## config.mk

```make
export PLATFORM = sky130hd
export DESIGN_NAME = morse_key_timing_decoder_top
export DESIGN_NICKNAME = d
export VERILOG_FILES = /design/src/mktd_pkg.sv /design/src/mktd_ram.sv /design/src/mktd_key_store.sv /design/src/mktd_core.sv /design/src/morse_key_timing_decoder_top.sv
export SDC_FILE = /design/constraint.sdc
export NUM_CORES = 2
export LEC_CHECK = 0
export BUFFER_PORTS_ARGS = -buffer_cell sky130_fd_sc_hd__clkbuf_2
export CAP_MARGIN = 10
export CORE_MARGIN = 3
export CORE_UTILIZATION = 58
export CTS_BUF_LIST = sky130_fd_sc_hd__clkbuf_16
export CTS_CLUSTER_DIAMETER = 80
export DETAILED_ROUTE_END_ITERATION = 12
export PLACE_DENSITY_LB_ADDON = 0.08
export SKIP_LAST_GASP = 1
export SLEW_MARGIN = 10
export SYNTH_ARGS = -nofsm -noshare
export SYNTH_HDL_FRONTEND = slang
export SYNTH_SLANG_ARGS = --single-unit
```

## constraint.sdc

```tcl
create_clock -name clk -period 9.1 [get_ports clk]
set_input_delay 0.91 -clock clk [delete_from_list [all_inputs] [get_ports clk]]
set_output_delay 0.91 -clock clk [all_outputs]
set_load 0.01 [all_outputs]
```

## src/mktd_pkg.sv

```systemverilog
// ----------------------------------------------------------------------------
// Morse key timing decoder package
// Shared constants, types and the letter lookup for the decoder block.
// ----------------------------------------------------------------------------
package mktd_pkg;

  // Sizes of the key time table and of the element store.
  localparam int KEY_COUNT    = 128;
  localparam int KEY_AW       = (KEY_COUNT > 1) ? $clog2(KEY_COUNT) : 1;
  localparam int MAX_ELEMENTS = 8;
  localparam int LEN_W        = $clog2(MAX_ELEMENTS + 1);

  // Field widths of the ports.
  localparam int OP_W     = 2;
  localparam int KEY_W    = 7;
  localparam int TIME_W   = 32;
  localparam int UNIT_W   = 16;
  localparam int LETTER_W = 7;
  localparam int BITS_W   = 8;
  localparam int COUNT_W  = 4;

  // Unit multiples: three units and six units of a 16-bit unit time.
  localparam int U3_W = UNIT_W + 2;
  localparam int U6_W = UNIT_W + 3;

  // Reset value of the unit time register, in milliseconds.
  localparam int UNIT_RESET = 80;

  // ASCII codes used for the result letter.
  localparam int ASCII_A     = 65;
  localparam int ASCII_SPACE = 32;

  // Item kinds.
  typedef enum logic [OP_W-1:0] {
    OP_PRESS   = 2'd0,
    OP_RELEASE = 2'd1,
    OP_TICK    = 2'd2,
    OP_NONE    = 2'd3
  } op_t;

  // Letters A to Z: element count in the high nibble, elements in the low
  // nibble with the oldest in bit 0 and a one for a dash.
  localparam logic [7:0] LETTER_CODES [26] = '{
    8'h22, 8'h41, 8'h45, 8'h31, 8'h10, 8'h44, 8'h33, 8'h40, 8'h20, 8'h4E,
    8'h35, 8'h42, 8'h23, 8'h21, 8'h37, 8'h46, 8'h4B, 8'h32, 8'h30, 8'h11,
    8'h34, 8'h48, 8'h36, 8'h49, 8'h4D, 8'h43
  };

  // Write request into the key time table.
  typedef struct packed {
    logic              en;
    logic [KEY_AW-1:0] addr;
    logic [TIME_W-1:0] data;
  } key_wr_t;

  // One decoded character.
  typedef struct packed {
    logic [LETTER_W-1:0] letter;
    logic [BITS_W-1:0]   element_bits;
    logic [COUNT_W-1:0]  element_count;
    logic                too_long;
  } result_t;

  // Map an element pattern to its letter, or a space if it is none.
  function automatic logic [LETTER_W-1:0] lookup_letter(logic [3:0] bits,
                                                        logic [LEN_W-1:0] count);
    logic [LETTER_W-1:0] result;
    result = LETTER_W'(ASCII_SPACE);
    if (count inside {[1:4]}) begin
      for (int i = 0; i < 26; i++) begin
        if (LETTER_CODES[i][7:4] == 4'(count) && LETTER_CODES[i][3:0] == bits) begin
          result = LETTER_W'(ASCII_A + i);
        end
      end
    end
    return result;
  endfunction

endpackage

```

## src/mktd_ram.sv

```systemverilog
// ----------------------------------------------------------------------------
// Generic RAM
// One write port and one read port with a registered, enabled read.
// ----------------------------------------------------------------------------
module mktd_ram #(
  parameter int WIDTH = 32,
  parameter int DEPTH = 128,
  localparam int AW = (DEPTH > 1) ? $clog2(DEPTH) : 1
) (
  input  logic             clk,
  input  logic             we,
  input  logic [AW-1:0]    waddr,
  input  logic [WIDTH-1:0] wdata,
  input  logic             re,
  input  logic [AW-1:0]    raddr,
  output logic [WIDTH-1:0] rdata
);

  logic [WIDTH-1:0] mem [DEPTH];

  // Write port.
  always_ff @(posedge clk) begin
    if (we) begin
      mem[waddr] <= wdata;
    end
  end

  // Read port; the data register holds while no read is enabled.
  always_ff @(posedge clk) begin
    if (re) begin
      rdata <= mem[raddr];
    end
  end

endmodule

```

## src/mktd_key_store.sv

```systemverilog
// ----------------------------------------------------------------------------
// Key time store
// Per-key time of the last press or release, with reset valid bits and a
// bypass for a write that lands on the same edge as the read.
// ----------------------------------------------------------------------------
module mktd_key_store import mktd_pkg::*; (
  input  logic              clk,
  input  logic              rst,
  input  logic              rd_en,
  input  logic [KEY_AW-1:0] rd_addr,
  input  key_wr_t           wr,
  output logic [TIME_W-1:0] rd_data
);

  logic [KEY_COUNT-1:0] key_valid;
  logic [TIME_W-1:0]    ram_q;
  logic                 rd_valid;
  logic                 byp_hit;
  logic [TIME_W-1:0]    byp_data;

  mktd_ram #(
    .WIDTH(TIME_W),
    .DEPTH(KEY_COUNT)
  ) u_ram (
    .clk  (clk),
    .we   (wr.en),
    .waddr(wr.addr),
    .wdata(wr.data),
    .re   (rd_en),
    .raddr(rd_addr),
    .rdata(ram_q)
  );

  // Entries never written read as zero after reset.
  always_ff @(posedge clk) begin
    if (rst) begin
      key_valid <= '0;
    end else if (wr.en) begin
      key_valid[wr.addr] <= 1'b1;
    end
  end

  // Capture the valid bit and any same-edge write along with the read.
  always_ff @(posedge clk) begin
    if (rst) begin
      rd_valid <= 1'b0;
      byp_hit  <= 1'b0;
    end else if (rd_en) begin
      rd_valid <= key_valid[rd_addr];
      byp_hit  <= wr.en && (wr.addr == rd_addr);
    end
  end

  always_ff @(posedge clk) begin
    if (rd_en) begin
      byp_data <= wr.data;
    end
  end

  assign rd_data = byp_hit  ? byp_data :
                   rd_valid ? ram_q    : '0;

endmodule

```

## src/mktd_core.sv

```systemverilog
// ----------------------------------------------------------------------------
// Decoder core
// Timing state of the key and the pending character, updated once per
// transfer, and the result of a decoding tick.
// ----------------------------------------------------------------------------
module mktd_core import mktd_pkg::*; (
  input  logic              clk,
  input  logic              rst,
  input  logic              fire,
  input  logic [OP_W-1:0]   op,
  input  logic [KEY_W-1:0]  key,
  input  logic [TIME_W-1:0] now,
  input  logic [TIME_W-1:0] key_time,
  input  logic [U3_W-1:0]   unit3,
  input  logic [U6_W-1:0]   unit6,
  output logic              emit,
  output result_t           result,
  output key_wr_t           key_wr
);

  // Timing and character state.
  logic [TIME_W-1:0]       last_press_time, last_press_time_next;
  logic                    press_seen, press_seen_next;
  logic [TIME_W-1:0]       last_held, last_held_next;
  logic [MAX_ELEMENTS-1:0] pattern, pattern_next;
  logic [LEN_W-1:0]        pattern_len, pattern_len_next;
  logic                    overflow, overflow_next;
  logic                    decoded, decoded_next;

  logic                    is_press;
  logic                    is_release;
  logic                    is_tick;
  logic                    key_ok;
  logic [TIME_W-1:0]       gap;
  logic                    store_full;
  logic                    last_is_dash;
  logic [MAX_ELEMENTS-1:0] res_bits;
  logic [LEN_W-1:0]        res_count;

  assign is_press   = (op == OP_PRESS);
  assign is_release = (op == OP_RELEASE);
  assign is_tick    = (op == OP_TICK);
  assign key_ok     = ({1'b0, key} < (KEY_W + 1)'(KEY_COUNT));

  // Time since the last press, for both presses and ticks.
  assign gap        = now - last_press_time;
  assign store_full = (pattern_len >= LEN_W'(MAX_ELEMENTS));

  // The final element is a dash when it was held for 1.5 units or more.
  assign last_is_dash = ({last_held, 1'b0} >= (TIME_W + 1)'(unit3));

  // A tick decodes once, well after the last press.
  assign emit = is_tick && !decoded && press_seen && (gap > TIME_W'(unit6));

  // Result of a decoding tick: the pending elements plus the final one while the store has room.
  always_comb begin
    res_bits  = pattern;
    res_count = pattern_len;
    if (!store_full) begin
      if (last_is_dash) begin
        res_bits = pattern | (MAX_ELEMENTS'(1) << pattern_len);
      end
      res_count = pattern_len + LEN_W'(1);
    end
  end

  assign result.too_long      = overflow || store_full;
  assign result.letter        = result.too_long ? LETTER_W'(ASCII_SPACE) :
                                lookup_letter(4'(res_bits), res_count);
  assign result.element_bits  = BITS_W'(res_bits);
  assign result.element_count = COUNT_W'(res_count);

  // Every press or release of a known key stamps its time.
  assign key_wr.en   = fire && (is_press || is_release) && key_ok;
  assign key_wr.addr = key[KEY_AW-1:0];
  assign key_wr.data = now;

  // State update for one transfer.
  always_comb begin
    last_press_time_next = last_press_time;
    press_seen_next      = press_seen;
    last_held_next       = last_held;
    pattern_next         = pattern;
    pattern_len_next     = pattern_len;
    overflow_next        = overflow;
    decoded_next         = decoded;
    if (fire) begin
      if (is_press && key_ok) begin
        if (press_seen) begin
          if (gap >= TIME_W'(unit6)) begin
            pattern_next     = '0;
            pattern_len_next = '0;
            overflow_next    = 1'b0;
          end else if (!store_full) begin
            if (gap >= TIME_W'(unit3)) begin
              pattern_next = pattern | (MAX_ELEMENTS'(1) << pattern_len);
            end
            pattern_len_next = pattern_len + LEN_W'(1);
          end else begin
            overflow_next = 1'b1;
          end
        end
        last_press_time_next = now;
        press_seen_next      = 1'b1;
        decoded_next         = 1'b0;
      end else if (is_release && key_ok) begin
        last_held_next = now - key_time;
        decoded_next   = 1'b0;
      end else if (emit) begin
        decoded_next = 1'b1;
      end
    end
  end

  always_ff @(posedge clk) begin
    if (rst) begin
      last_press_time <= '0;
      press_seen      <= 1'b0;
      last_held       <= '0;
      pattern         <= '0;
      pattern_len     <= '0;
      overflow        <= 1'b0;
      decoded         <= 1'b1;
    end else begin
      last_press_time <= last_press_time_next;
      press_seen      <= press_seen_next;
      last_held       <= last_held_next;
      pattern         <= pattern_next;
      pattern_len     <= pattern_len_next;
      overflow        <= overflow_next;
      decoded         <= decoded_next;
    end
  end

endmodule

```

## src/morse_key_timing_decoder_top.sv

```systemverilog
// ----------------------------------------------------------------------------
// Morse key timing decoder
// Turns timed key presses, releases and ticks into decoded letters.
// ----------------------------------------------------------------------------
// The block takes one item per clock cycle. An item is held in an input
// register while the per-key time table answers its read, and a decoding
// tick places its letter in the output register, so a result is offered in
// the cycle after its tick is transferred. The input stalls only while a new
// result is due and the output register still holds one that has not been
// taken. The key time table is a 128-entry RAM whose entries are cleared by
// valid bits at reset, so the block is ready right away.
module morse_key_timing_decoder_top import mktd_pkg::*; (
  input  logic                clk,
  input  logic                rst,
  input  logic                in_valid,
  output logic                in_ready,
  input  logic [OP_W-1:0]     op,
  input  logic [KEY_W-1:0]    key,
  input  logic [TIME_W-1:0]   time_ms,
  output logic                out_valid,
  input  logic                out_ready,
  output logic [LETTER_W-1:0] letter,
  output logic [BITS_W-1:0]   element_bits,
  output logic [COUNT_W-1:0]  element_count,
  output logic                too_long,
  input  logic                cfg_we,
  input  logic [UNIT_W-1:0]   cfg_wdata
);

  logic [U3_W-1:0]   unit3;
  logic [U6_W-1:0]   unit6;
  logic [U3_W-1:0]   unit3_next;
  logic              accept;
  logic              s1_valid;
  logic [OP_W-1:0]   s1_op;
  logic [KEY_W-1:0]  s1_key;
  logic [TIME_W-1:0] s1_time;
  logic              s1_done;
  logic              fire;
  logic              emit;
  logic [TIME_W-1:0] key_time;
  result_t           core_result;
  result_t           out_result;
  key_wr_t           key_wr;

  // Unit time register, kept as its three- and six-unit multiples.
  assign unit3_next = {2'b00, cfg_wdata} + {1'b0, cfg_wdata, 1'b0};

  always_ff @(posedge clk) begin
    if (rst) begin
      unit3 <= U3_W'(3 * UNIT_RESET);
      unit6 <= U6_W'(6 * UNIT_RESET);
    end else if (cfg_we) begin
      unit3 <= unit3_next;
      unit6 <= {unit3_next, 1'b0};
    end
  end

  // Input stage handshake.
  assign s1_done  = s1_valid && (!emit || !out_valid || out_ready);
  assign fire     = s1_done;
  assign in_ready = !s1_valid || s1_done;
  assign accept   = in_valid && in_ready;

  always_ff @(posedge clk) begin
    if (rst) begin
      s1_valid <= 1'b0;
    end else if (in_ready) begin
      s1_valid <= in_valid;
    end
  end

  always_ff @(posedge clk) begin
    if (accept) begin
      s1_op   <= op;
      s1_key  <= key;
      s1_time <= time_ms;
    end
  end

  // Per-key time table, read as the item is transferred in.
  mktd_key_store u_key_store (
    .clk    (clk),
    .rst    (rst),
    .rd_en  (accept),
    .rd_addr(key[KEY_AW-1:0]),
    .wr     (key_wr),
    .rd_data(key_time)
  );

  mktd_core u_core (
    .clk     (clk),
    .rst     (rst),
    .fire    (fire),
    .op      (s1_op),
    .key     (s1_key),
    .now     (s1_time),
    .key_time(key_time),
    .unit3   (unit3),
    .unit6   (unit6),
    .emit    (emit),
    .result  (core_result),
    .key_wr  (key_wr)
  );

  // Output register.
  always_ff @(posedge clk) begin
    if (rst) begin
      out_valid <= 1'b0;
    end else if (fire && emit) begin
      out_valid <= 1'b1;
    end else if (out_ready) begin
      out_valid <= 1'b0;
    end
  end

  always_ff @(posedge clk) begin
    if (fire && emit) begin
      out_result <= core_result;
    end
  end

  assign letter        = out_result.letter;
  assign element_bits  = out_result.element_bits;
  assign element_count = out_result.element_count;
  assign too_long      = out_result.too_long;

endmodule

```

# --- Word level (Yosys, flattened, before mapping) ---
# Memories as Yosys holds them, arrays and structs flattened. A register that Yosys moved wholly into a read port is not among the register bits.
# Cells that the tools add are included.
op_classes:
  n_div: 0
  add_sub_neg: 4
  n_mul: 0
  order_cmp: 10
  eq_ne: 20
  reduce_logical: 60
  bitwise_logic: 4
  shift: 1
  n_mux: 48
op_table:
  columns: ["op", "count"]
  rows:
  - ["2-to-1 mux 7 bit", 26]
  - ["bitwise OR 128 bit", 1]
  - ["2-to-1 mux 32 bit", 2]
  - ["subtractor 32 bit", 2]
  - ["2-to-1 mux 8 bit", 5]
  - ["logical AND 1 bit", 36]
  - [">= comparator 33 x 18 -> 1 bit", 1]
  - [">= comparator 32 x 18 -> 1 bit", 1]
  - [">= comparator 32 x 19 -> 1 bit", 1]
  - ["greater-than comparator 32 x 19 -> 1 bit", 1]
  - ["equality test 3 x 4 -> 1 bit, first input constant", 5]
  - ["equality test 4 bit, first input constant", 5]
  - ["adder 16 x 17 -> 18 bit", 1]
  - ["equality test 2 x 4 -> 1 bit, first input constant", 4]
  - ["< comparator 7 x 8 -> 1 bit, second input constant", 2]
  - ["2-to-1 mux 1 bit", 11]
  - ["equality test 1 x 4 -> 1 bit, first input constant", 2]
  - ["2-to-1 mux 4 bit", 2]
  - ["bitwise OR 8 bit", 1]
  - ["left shift 1 x 4 -> 8 bit, first input constant", 1]
  - ["binary-select mux 1 bit (select 7 bit)", 1]
  - ["demux 1 bit (select 7 bit)", 1]
  - ["equality test 7 bit", 1]
  - [">= comparator 7 x 1 -> 1 bit, second input constant", 1]
  - ["21 further kinds", 33]
word_totals:
  memories: 1
  mem_bits_rw: 4096
  romBits: 0
  regBits: 322
  input_bits: 62
  latchBits: 0
  elab_cells: 171
mem_list:
  columns: ["name", "depth", "width", "read_ports", "rd_clocked_by_memory_dff", "write_ports", "line_no", "source"]
  rows:
  - ["u_key_store.u_ram.mem", 128, 32, 1, 1, 1, "mktd_ram.sv:19", "logic [WIDTH-1:0] mem [DEPTH];"]

# --- Logic depth before layout (Yosys ltp) ---
logic_depth:
  word_depth: 32
  depth_mapped: 22

# --- Hierarchy ---
# A second synthesis with hierarchy kept.
unflattened:
  hier_cells: 8067
  hier_area_um2: 175178.0
by_module_without_submodules:
  columns: ["mod", "area_per_inst_um2", "cells_each", "n_inst"]
  rows:
  - ["mktd_ram", 156596.4, 5990, 1]
  - ["mktd_core", 8562.0, 1184, 1]
  - ["mktd_key_store", 6623.9, 647, 1]
  - ["morse_key_timing_decoder_top", 3395.8, 246, 1]

# --- Worst setup path after synthesis ---
# OpenSTA, ideal clock, no wires.
synth_path:
  kind: "reg-to-reg"
  start: "register s1_time[0]"
  end: "register s1_key[0] (enable)"
  arrival_ps: 7137
  stages_incl_launch_ff: 23
  path_slack_ps: 1505
  n_path_buf: 0
  required_time_ps: 8642
  setup_time_ps: 458
  cell_sequence: "edfxtp_1 -> inv_1 -> ha_1 -> inv_1 -> fa_1 -> a211oi_1 -> o21bai_1 -> nor2_1 -> a21oi_1 -> a21o_1 -> a21oi_1 -> xnor2_1 -> ha_1 -> a21o_1 -> a211oi_1 -> o21ai_0 -> o211ai_1 -> o311ai_0 -> nand2b_1 -> a21oi_1 -> nor4_4 -> o21ai_2 -> inv_1"
synth_between:
  elab_chain_cells: 9
synth_lines:
  columns: ["item", "line_no", "source"]
  rows:
  - ["from (decl)", "morse_key_timing_decoder_top.sv:37", "logic [TIME_W-1:0] s1_time;"]
  - ["from (signal assigned)", "morse_key_timing_decoder_top.sv:77", "s1_time <= time_ms;"]
  - ["subtractor 32 bit", "mktd_core.sv:46", "assign gap = now - last_press_time;"]
  - ["greater-than comparator 32 x 19 -> 1 bit", "mktd_core.sv:53", "assign emit = is_tick && !decoded && press_seen && (gap > TIME_W'(unit6));"]
  - ["logical AND 1 bit", "mktd_core.sv:53", null]
  - ["logical NOT 1 bit", "morse_key_timing_decoder_top.sv:60", "assign s1_done = s1_valid && (!emit || !out_valid || out_ready);"]
  - ["logical OR 1 bit (2 in series)", "morse_key_timing_decoder_top.sv:60", null]
  - ["logical AND 1 bit", "morse_key_timing_decoder_top.sv:60", null]
  - ["logical OR 1 bit", "morse_key_timing_decoder_top.sv:62", "assign in_ready = !s1_valid || s1_done;"]
  - ["logical AND 1 bit", "morse_key_timing_decoder_top.sv:63", "assign accept = in_valid && in_ready;"]
  - ["net accept", "morse_key_timing_decoder_top.sv:33", "logic accept;"]
  - ["to (signal assigned)", "morse_key_timing_decoder_top.sv:76", "s1_key <= key;"]
  - ["to (decl)", "morse_key_timing_decoder_top.sv:36", "logic [KEY_W-1:0] s1_key;"]
# The timed path passes the listed nets, and every way through them passes these cells.
# A chain may end at the register's enable or synchronous reset.

# --- Worst setup path after layout ---
layout_path:
  start: "register s1_time[0]"
  end: "output in_ready"
layout_between:
  elab_chain_cells: 8
layout_lines:
  columns: ["item", "line_no", "source"]
  rows:
  - ["subtractor 32 bit", "mktd_core.sv:46", null]
  - ["greater-than comparator 32 x 19 -> 1 bit", "mktd_core.sv:53", null]
  - ["logical AND 1 bit", "mktd_core.sv:53", null]
  - ["logical NOT 1 bit", "morse_key_timing_decoder_top.sv:60", null]
  - ["logical OR 1 bit (2 in series)", "morse_key_timing_decoder_top.sv:60", null]
  - ["logical AND 1 bit", "morse_key_timing_decoder_top.sv:60", null]
  - ["logical OR 1 bit", "morse_key_timing_decoder_top.sv:62", null]
  - ["to (decl)", "morse_key_timing_decoder_top.sv:16", "output logic in_ready,"]
# No other way between the ends.

==> flow_results.xml <==
<?xml version="1.0" encoding="UTF-8"?>
<metrics>
  <group name="outcome">
    <metric name="outcome" unit="">completed</metric>
  </group>
  <group name="clocking">
    <metric name="number_of_h_tree_levels" unit="">5</metric>
    <metric name="cts_root_buf" unit="">sky130_fd_sc_hd__clkbuf_16</metric>
    <metric name="cts_buffer_depth" unit="">4</metric>
    <metric name="cts.clk_slew.worst_paths" unit="ns">0.06</metric>
    <metric name="clk-insertion-delay-late" unit="ns">1.00</metric>
    <metric name="cts.repair_timing.setup_buffer_count" unit="">0</metric>
    <metric name="number_of_clock_buffers_inserted_by_tritoncts" unit="">441</metric>
    <metric name="clkSinkCount" unit="">4450</metric>
    <metric name="tritoncts" unit="">done</metric>
    <metric name="post_cts.resized_instances" unit="">0</metric>
    <metric name="holdBufCountCts" unit="">0</metric>
  </group>
  <group name="worst_setup_path">
    <metric name="setup.worst_path.start_class" unit="">flop</metric>
    <metric name="worst-path-max-fanout" unit="">66</metric>
    <metric name="r2r_start" unit="">s1_time[0]</metric>
    <metric name="reg2reg_setup_slack" unit="ns">2.79</metric>
    <metric name="worstSetupPathType" unit="">reg -&gt; out</metric>
    <metric name="reg2reg_to" unit="">s1_key[5]</metric>
    <metric name="critical_path_arrival" unit="ns">5.89</metric>
    <metric name="cp-end-kind" unit="">primary output</metric>
    <metric name="timing.reg2reg.worst_path_depth" unit="">24</metric>
    <metric name="crit_required" unit="ns">8.19</metric>
  </group>
  <group name="layout">
    <metric name="layout.cells.most_common_list" unit="">sky130_fd_sc_hd__edfxtp_1, sky130_fd_sc_hd__mux4_2, sky130_fd_sc_hd__clkbuf_16, sky130_fd_sc_hd__buf_4, sky130_fd_sc_hd__dfxtp_1</metric>
    <metric name="final_cell_count_no_fill" unit="">12440</metric>
    <metric name="mostFrequentLayoutCell" unit="">sky130_fd_sc_hd__edfxtp_1</metric>
    <metric name="filler_cell_count" unit="">19200</metric>
    <metric name="area.growth.synth_to_final" unit="%">12.23</metric>
    <metric name="area_occupied_by_multi_input_gates" unit="mm2">0.04170</metric>
    <metric name="area.sequential" unit="mm2">0.1313</metric>
    <metric name="ratio_of_cells_with_drive_above_1_in_the_final_layout" unit="">0.2997</metric>
    <metric name="nets" unit="">8315</metric>
  </group>
  <group name="synth">
    <metric name="yosys_warnings" unit="">0</metric>
    <metric name="ys.flop_type" unit="">sky130_fd_sc_hd__edfxtp_1</metric>
    <metric name="syn_nets" unit="">7924</metric>
    <metric name="synth-edff-count" unit="">4221</metric>
    <metric name="asyncSetResetFlopFracSynth" unit="">0</metric>
    <metric name="biggest_area_contributors_in_the_synthesized_netlist" unit="">sky130_fd_sc_hd__edfxtp_1, sky130_fd_sc_hd__mux4_2, sky130_fd_sc_hd__dfxtp_1</metric>
    <metric name="synthesized_area_divided_by_synthesized_cell_count" unit="um2">22.53</metric>
    <metric name="synthesis.instances" unit="">7721</metric>
    <metric name="synth-seq-area-share" unit="">0.7549</metric>
    <metric name="netlist-cell-type-count" unit="">81</metric>
    <metric name="synth-seq-cells" unit="">4450</metric>
    <metric name="netlist.top_cell.by_area" unit="">sky130_fd_sc_hd__edfxtp_1</metric>
    <metric name="netlist_area" unit="mm2">0.1740</metric>
    <metric name="synth_largest_type_area_fraction" unit="">0.7286</metric>
  </group>
  <group name="placement">
    <metric name="pre_cts_slack" unit="ns">2.860</metric>
    <metric name="dp_hpwl" unit="mm">242.9</metric>
    <metric name="place.detailed.instances" unit="">11610</metric>
    <metric name="finalWeightedCongestion" unit="">0.8875</metric>
    <metric name="io_buffers" unit="">83</metric>
  </group>
  <group name="route">
    <metric name="num_vias" unit="">85270</metric>
    <metric name="met2_wirelength" unit="mm">211.6</metric>
    <metric name="route.detailed.wl_per_inst" unit="um">36.38</metric>
    <metric name="uppermost_metal_layer_occupied_by_signal_nets" unit="">met5</metric>
    <metric name="totalWireLength" unit="mm">452.7</metric>
    <metric name="drt_first_iter_violations" unit="">13250</metric>
    <metric name="dr_wl_met3" unit="mm">47.57</metric>
    <metric name="ant_nets" unit="">0</metric>
    <metric name="drc" unit="">0</metric>
    <metric name="first_pass_iters" unit="">7</metric>
    <metric name="vias_per_cell" unit="">6.853</metric>
    <metric name="drt-met1-wl" unit="mm">181.0</metric>
  </group>
  <group name="sta">
    <metric name="worst_slew_pin_slew" unit="ns">1.239</metric>
    <metric name="min_period" unit="ns">6.800</metric>
    <metric name="finalSetupViolations" unit="">0</metric>
    <metric name="setup_slack" unit="ns">2.300</metric>
    <metric name="timing.final.hold_violations" unit="">0</metric>
    <metric name="finClkSkew" unit="ns">0.07673</metric>
    <metric name="setup_repair_after_global_routing_missed_its_margin" unit="">false</metric>
    <metric name="max_clock_freq" unit="GHz">0.1471</metric>
    <metric name="finalSetupTns" unit="ns">0</metric>
    <metric name="slew-limit-headroom" unit="">0.1713</metric>
    <metric name="slew_viol_final" unit="">0</metric>
    <metric name="post-route-period-util" unit="">0.7472</metric>
  </group>
  <group name="die">
    <metric name="core" unit="mm2">0.2978</metric>
    <metric name="floorplan.die.height" unit="um">553.7</metric>
    <metric name="design.die.area" unit="mm2">0.3066</metric>
    <metric name="io-pin-count" unit="">84</metric>
    <metric name="effective_utilization_at_floorplan" unit="">0.5842</metric>
    <metric name="num_rows" unit="">200</metric>
    <metric name="dieWidth" unit="um">553.7</metric>
  </group>
  <group name="job">
    <metric name="max_cap_violations" unit="">0</metric>
  </group>
  <group name="global_routing">
    <metric name="overflow" unit="">0</metric>
    <metric name="grt_max_degree" unit="">131</metric>
    <metric name="first_global_vias" unit="">85080</metric>
    <metric name="grt_overall_usage" unit="">0.2970</metric>
    <metric name="antenna_found_initial" unit="">59</metric>
    <metric name="global_route_wire_length_before_repair" unit="mm">639.9</metric>
  </group>
  <group name="power_and_ir_drop">
    <metric name="share_comb_of_total_power" unit="">0.064</metric>
    <metric name="p_switching" unit="uW">9481</metric>
    <metric name="proportion_of_power_drawn_by_flip_flops_and_latches" unit="">0.525</metric>
    <metric name="ir_drop" unit="V">0.0001839</metric>
    <metric name="p_leak" unit="uW">0.06149</metric>
    <metric name="p_int" unit="uW">33820</metric>
    <metric name="cellPowerDensity" unit="mW/mm2">221.8</metric>
    <metric name="share_of_total_power_consumed_by_net_switching" unit="">0.2189</metric>
    <metric name="clock_power_share" unit="">0.412</metric>
  </group>
  <group name="hold_path">
    <metric name="worst_hold_startpoint" unit="">time_ms[7]</metric>
    <metric name="hold_class" unit="">in -&gt; reg</metric>
    <metric name="whs_endpoint" unit="">s1_time[7]</metric>
    <metric name="whs_path_depth" unit="">1</metric>
  </group>
</metrics>
registers in the layout (all words and copies together), names as in the netlist:
register / count
element_bits: 8
s1_valid: 1
u_key_store.byp_hit: 1
element_count: 4
u_key_store.rd_valid: 1
too_long: 1
s1_key: 7
u_core.pattern: 8
u_key_store.byp_data: 32
u_key_store.u_ram.mem: 4096
u_core.pattern_len: 4
u_core.overflow: 1
u_key_store.key_valid: 128
s1_op: 2
u_core.last_held: 32
s1_time: 32
out_valid: 1
u_core.decoded: 1
letter: 7
unit6: 18
u_key_store.u_ram.rdata: 32
u_core.press_seen: 1
u_core.last_press_time: 32
synth_stat cells (all sizes together) (20+ instances only):
cell / instances
edfxtp: 4221
mux4: 1386
clkbuf: 247
dfxtp: 229
nor2: 217
nand2: 171
o21a: 154
buf: 147
ha: 138
a21oi: 136
inv: 82
o21ai: 53
xnor2: 38
mux2: 36
a21o: 35
nor3: 35
a22oi: 34
nand3: 34
nand2b: 25
a31oi: 23
xor2: 21
a211oi: 20
area by class of cell:
| cell class | instances | share of cell area |
|---|---|---|
| repair buffers | 342 | 0.01366 |
| well taps | 3939 | 0.02524 |
| diodes | 13 | 0.0001666 |
| flip-flops and latches | 4450 | 0.6727 |
| clock inverters | 370 | 0.01512 |
| clock buffers | 452 | 0.05793 |
| inverters | 82 | 0.001602 |
| multi-input cells | 2795 | 0.2136 |
power groups by stage:
stage | Combinational (uW) | Sequential, uW | Clock [uW]
floorplan | 1460 | 23400 | 0
global placement | 2680 | 23100 | 0
detailed placement | 2730 | 23200 | 0
CTS | 2740 | 22700 | 18100
global route | 2910 | 22700 | 18900
finish | 2760 | 22700 | 17800
routing by layer:
layer,GRT usage,up-vias
met3,0.05233,588
met2,0.4515,4745
met4,0.07863,10
li1,-,33690
met5,0,-
met1,0.4556,46240
worst max path at each step:
| stage | from | endpoint | slack, ns | cells past startpoint |
|---|---|---|---|---|
| floorplan | s1_time[0] | s1_key[0] | 1.50 | 22 |
| global placement | s1_time[0] | s1_key[3] | 2.72 | 24 |
| detailed placement | s1_time[0] | s1_key[5] | 2.86 | 24 |
| CTS | s1_time[0] | in_ready | 2.25 | 23 |
| global route | s1_time[0] | in_ready | 1.84 | 23 |
| finish | s1_time[0] | in_ready | 2.30 | 24 |
cells by family after synthesis:
kind of cell / synth area share
xor+xnor: 0.002970
buf+inv: 0.01103
compound gates: 0.02155
flops: 0.7549
mux: 0.1829
simple gates: 0.01636
fa+ha+maj: 0.01027
per-stage QoR:
| step | util | cell area (um2) | hold WS, ns | power [uW] |
|---|---|---|---|---|
| final | 0.6556 | 195200 | 0.09539 | 43300 |
| after global placement | 0.6076 | 180900 | 0.4396 | 25830 |
| after detailed placement | 0.6076 | 180900 | 0.4471 | 25890 |
| after CTS | 0.6555 | 195200 | 0.03091 | 43530 |
| after floorplan | - | 174000 | 0.4315 | 24830 |
| after global routing | 0.6555 | 195200 | 0.07477 | 44540 |
critical path, cell delays in order, from the launching register on:
cell and delay (ns):
sky130_fd_sc_hd__edfxtp_1 0.32, sky130_fd_sc_hd__buf_4 0.55, sky130_fd_sc_hd__inv_1 0.18, sky130_fd_sc_hd__ha_1 0.26, sky130_fd_sc_hd__inv_1 0.07, sky130_fd_sc_hd__fa_1 0.24
sky130_fd_sc_hd__a211oi_1 0.10, sky130_fd_sc_hd__o21bai_1 0.26, sky130_fd_sc_hd__nor2_1 0.11, sky130_fd_sc_hd__a21oi_1 0.23, sky130_fd_sc_hd__a21o_1 0.16, sky130_fd_sc_hd__a21oi_1 0.08
sky130_fd_sc_hd__xnor2_1 0.23, sky130_fd_sc_hd__ha_1 0.30, sky130_fd_sc_hd__a21o_1 0.17, sky130_fd_sc_hd__a211oi_1 0.25, sky130_fd_sc_hd__o21ai_0 0.14, sky130_fd_sc_hd__o211ai_1 0.10
sky130_fd_sc_hd__o311ai_0 0.21, sky130_fd_sc_hd__nand2b_1 0.12, sky130_fd_sc_hd__a21oi_1 0.12, sky130_fd_sc_hd__nor4_4 0.39, sky130_fd_sc_hd__nor2_1 0.12, sky130_fd_sc_hd__inv_1 0.08
sky130_fd_sc_hd__clkbuf_2 0.14
(Power assumes the default switching activity.)
